$ cat config.mk
export PLATFORM = sky130hd
export DESIGN_NAME = fdct_ram
export DESIGN_NICKNAME = d
export VERILOG_FILES = /design/src/rtl/core/fdct_ram.sv
export SDC_FILE = /design/constraint.sdc
export NUM_CORES = 2
export LEC_CHECK = 0
export BUFFER_PORTS_ARGS = -buffer_cell sky130_fd_sc_hd__buf_2
export CAP_MARGIN = 20
export CORE_UTILIZATION = 55
export CTS_CLUSTER_DIAMETER = 60
export DETAILED_ROUTE_END_ITERATION = 7
export PLACE_DENSITY_LB_ADDON = 0.05
export SYNTH_ARGS = -nofsm -noshare
export SYNTH_HDL_FRONTEND = slang
export SYNTH_SLANG_ARGS = --single-unit
$ cat constraint.sdc
create_clock -name clk_i -period 3.9 [get_ports clk_i]
set_input_delay 0.585 -clock clk_i [delete_from_list [all_inputs] [get_ports clk_i]]
set_output_delay 0.585 -clock clk_i [all_outputs]
set_load 0.05 [all_outputs]
$ cat src/rtl/core/fdct_ram.sv
// Generic single-write, single-read synchronous RAM with registered read.
// No dependencies.
`timescale 1ns / 1ps
`default_nettype none
module fdct_ram #(
  parameter int unsigned Width = 16,
  parameter int unsigned Depth = 128
) (
  input  wire logic                     clk_i,
  input  wire logic                     we_i,
  input  wire logic [$clog2(Depth)-1:0] waddr_i,
  input  wire logic [Width-1:0]         wdata_i,
  input  wire logic [$clog2(Depth)-1:0] raddr_i,
  output logic      [Width-1:0]         rdata_o
);
  logic [Width-1:0] mem_q [Depth];

  always_ff @(posedge clk_i) begin
    if (we_i) begin
      mem_q[waddr_i] <= wdata_i;
    end
    rdata_o <= mem_q[raddr_i];
  end
endmodule
`default_nettype wire

# [Yosys cells after proc, flatten, opt, wreduce, memory -nomap -nowiden]
# Memories as Yosys holds them, arrays and structs flattened. A register that Yosys moved wholly into a read port is not among the register bits.
# Index checks and enable logic that the tools add are counted.
[totals] register_bits=0 latch_bits=0 ramBits=2048 rom_bits=0 input_bits=32 wordCells=3 memories=1
[mem_list] memory="mem_q" depth=128 width=16 rd=1 rd_ports_with_merged_regs=1 wr=1 line="16" text="logic [Width-1:0] mem_q [Depth];"
[op_classes] n_addsub=0 n_mul=0 div_mod_pow=0 n_lt_le_gt_ge=0 n_eq_ne=0 n_shift=0 mux=2 n_bitwise=0 n_reduce_logical=0
[ops] op="1-bit two-way mux" n=2

# [Longest topological paths before layout]
[logic_depth] depth_word=2 depth_mapped=7

# [Worst setup path after synthesis]
# Ideal clock, no wire load.
[synth_timing] path_kind="input to register" start="input raddr_i[0]" end="register rdata_o[0], read port of mem_q" setup_ns=0.121 arrival_ns=2.959 t_required_ns=3.779 slack_ns=0.820 cell_stages=6 path_buffers=2 path_cell_list="buf_2 > buf_1 > mux4_2 > mux4_2 > mux4_2 > mux2_2"
[synth_rtl] item="from (decl)" line="13" text="input wire logic [$clog2(Depth)-1:0] raddr_i,"
[synth_rtl] item="to (decl)" line="14" text="output logic [Width-1:0] rdata_o"

==> run_results.csv <==
group,metric,value,unit
worst_setup_path,crit_required,4600,ps
cts,cts_max_path_buffers,3,
routing,postRouteAntennaNets,0,
placement,port_buffers,47,
cells_and_area,most-common-layout-cells,"edfxtp_1 (2048), mux4_2 (672), buf_4 (230)",
min_path,hp-class,"in2reg",
power_and_ir_drop,power.switching,9.60,mW
min_path,hold_start,"wdata_i[1]",
sta,max_slew_margin,22.4,%
cells_and_area,synthToLayoutAreaGrowth,14.1,%
worst_setup_path,criticalPathCategory,"in2reg",
floorplan,start_util,55.5,%
floorplan,core,142000,µm²
floorplan,die_w,380,µm
grt,antenna_found_initial,32,
placement,dpl.cell_count,5115,
run,cap_violations,0,
power_and_ir_drop,clkPwrFrac,41.4,%
grt,grt_pass1_vias,36500,
cts,clkSinkCount,2064,
cts,clockRootBuffer,"clkbuf_16",
power_and_ir_drop,swShare,20.8,%
sta,worst_slack,965,ps
routing,via_per_inst,6.48,
grt,grt_overflow,0,
cts,cts_resized,0,
routing,drcViolationCount,0,
sta,hold_violations,0,
cells_and_area,nets,3467,
routing,via_count,35700,
cts,htreeDepth,4,
sta,rsz0062_at_grt,"no",
outcome,status,"completed",
cells_and_area,layout-drive-gt1-share,35.3,%
synth,ys_seq_area_share,78.7,%
synth,synth_warnings,0,
sta,finClkSkew,24.5,ps
worst_setup_path,crit_fanout,26,
sta,report.final.setup_viol,0,
synth,ys_top_cells_by_area,"edfxtp_1 (78%), mux4_2 (19%), nor2_1 (0.58%), dfxtp_1 (0.41%), clkbuf_1 (0.39%)",
placement,hpwl,116000,µm
floorplan,die_area,144000,µm²
sta,setup_tns,0,ps
sta,holdWs,228,ps
floorplan,io_pins,48,
cts,hold_buffers,0,
sta,fmax,341,MHz
power_and_ir_drop,pwr-share-seq,53.2,%
cells_and_area,finalCoreUtilization,63.3,%
synth,syn_area,78500,µm²
worst_setup_path,arrival,3630,ps
placement,dpl_worst_slack,144,ps
cts,clock_latency,830,ps
floorplan,rows,138,
synth,syn_area_per_cell,25.4,µm²
cts,cts_tree,"yes",
synth,synth_cell_type_count,17,
power_and_ir_drop,ir_worst_vdd,584,µV
cts,cts_setup_buffers,0,
cts,cts_inserted_buffers,204,
cells_and_area,stdcell_count,5500,
sta,min_period,2940,ps
synth,synth_area_leader_cell,"edfxtp_1",
synth,yosysTopAreaCellShare,78.3,%
worst_setup_path,critPathLaunch,"raddr_i[0]",
floorplan,die_h,380,µm
power_and_ir_drop,internal_power,36.6,mW
power_and_ir_drop,leakagePower,28.0,nW
routing,routed_wirelength,196000,µm
grt,grt_max_degree,113,
synth,synth_cells,3086,
grt,grt_usage,27.8,%
worst_setup_path,critPathCaptureType,"flip-flop",
synth,synth_nets,3118,
power_and_ir_drop,power_density,515,nW/µm²
synth,synth_seq_cells,2064,
sta,tightestPinTransition,1160,ps
cells_and_area,final_common_cell,"edfxtp_1",
grt,grt_pass1_wl,277000,µm
cells_and_area,fillerInstances,9332,
power_and_ir_drop,combinationalPowerShare,5.4,%
placement,gp_congestion,0.804,
routing,drt_first_pass_iters,7,
cts,clk_pin_slew,60,ps
sta,drv_slew,0,
sta,fin_crit_sh,75.3,%
worst_setup_path,start_kind,"input port",
routing,routedWlPerCell,35.7,µm
worst_setup_path,r2r_start,"mem_q[95][13]",
routing,drtIter0Drc,4765,
## power by group through the flow
stage / Sequential (mW) / Clock, mW / Combinational [mW]
after floorplan: 25.1 / 0 / 1.20
after global placement: 25.0 / 0 / 2.45
after detailed placement: 25.0 / 0 / 2.50
after CTS: 24.6 / 19.4 / 2.51
after global routing: 24.6 / 20.2 / 2.62
final: 24.6 / 19.1 / 2.50
## state kept, by name, summed over array words and instances, names as in the netlist
| register | cells |
|---|---|
| mem_q | 2048 |
| rdata_o | 16 |
## area by class of cell
| type | instances | area, µm² | share of cell area (%) |
|---|---|---|---|
| multi-input combinational | 858 | 16100 | 17.9 |
| sequential | 2064 | 61800 | 69.0 |
| clock inverter | 110 | 986 | 1.10 |
| clock buffer | 266 | 5520 | 6.16 |
| antenna | 5 | 12.5 | 0.0140 |
| tap | 1890 | 2360 | 2.64 |
| timing repair buffer | 307 | 2870 | 3.20 |
## stage by stage
step,area [µm²],total power [mW]
6_report,89600,46.2
5_1_grt,89600,47.4
2_1_floorplan,78500,26.3
3_5_place_dp,83000,27.5
4_1_cts,89500,46.5
3_3_place_gp,83000,27.5
## layer usage
layer  wire length [µm]  up-vias  track usage (%)
met4               4200       20             6.78
met5                126        -                0
met2              93000     1696             42.4
li1                   -    14200                -
met1              77600    19500             40.0
met3              21300      277             8.42
## worst max-delay path: stages
cell	delay (ps)
buf_8	310
buf_12	270
buf_4	290
mux4_2	580
mux4_2	590
mux4_2	600
mux2_2	300
## synth_stat cells
cell	n
edfxtp_1	2048
mux4_2	672
nor2_1	122
clkbuf_1	82
buf_2	52
buf_1	28
dfxtp_1	16
mux2_2	16
nand2_1	14
nand3_1	12
nor3_1	9
nor2b_1	7
nand4_1	3
nand2b_1	2
buf_4	1
buf_6	1
or3_1	1
## logic make-up after synthesis
family | synth area share (%)
AND/OR/NAND/NOR | 0.888
buffers and inverters | 0.881
flip-flops | 78.7
multiplexers | 19.5
## final timing paths
kind,endpoint,slack [ps],depth (start not counted)
worst min-delay path,mem_q[94][1],230,1
worst min register to register,rdata_o[5],1150,4
worst max-delay path,rdata_o[13],960,7
worst max register to register,rdata_o[13],1350,4
No activity file was read; power rests on OpenSTA's default activity.
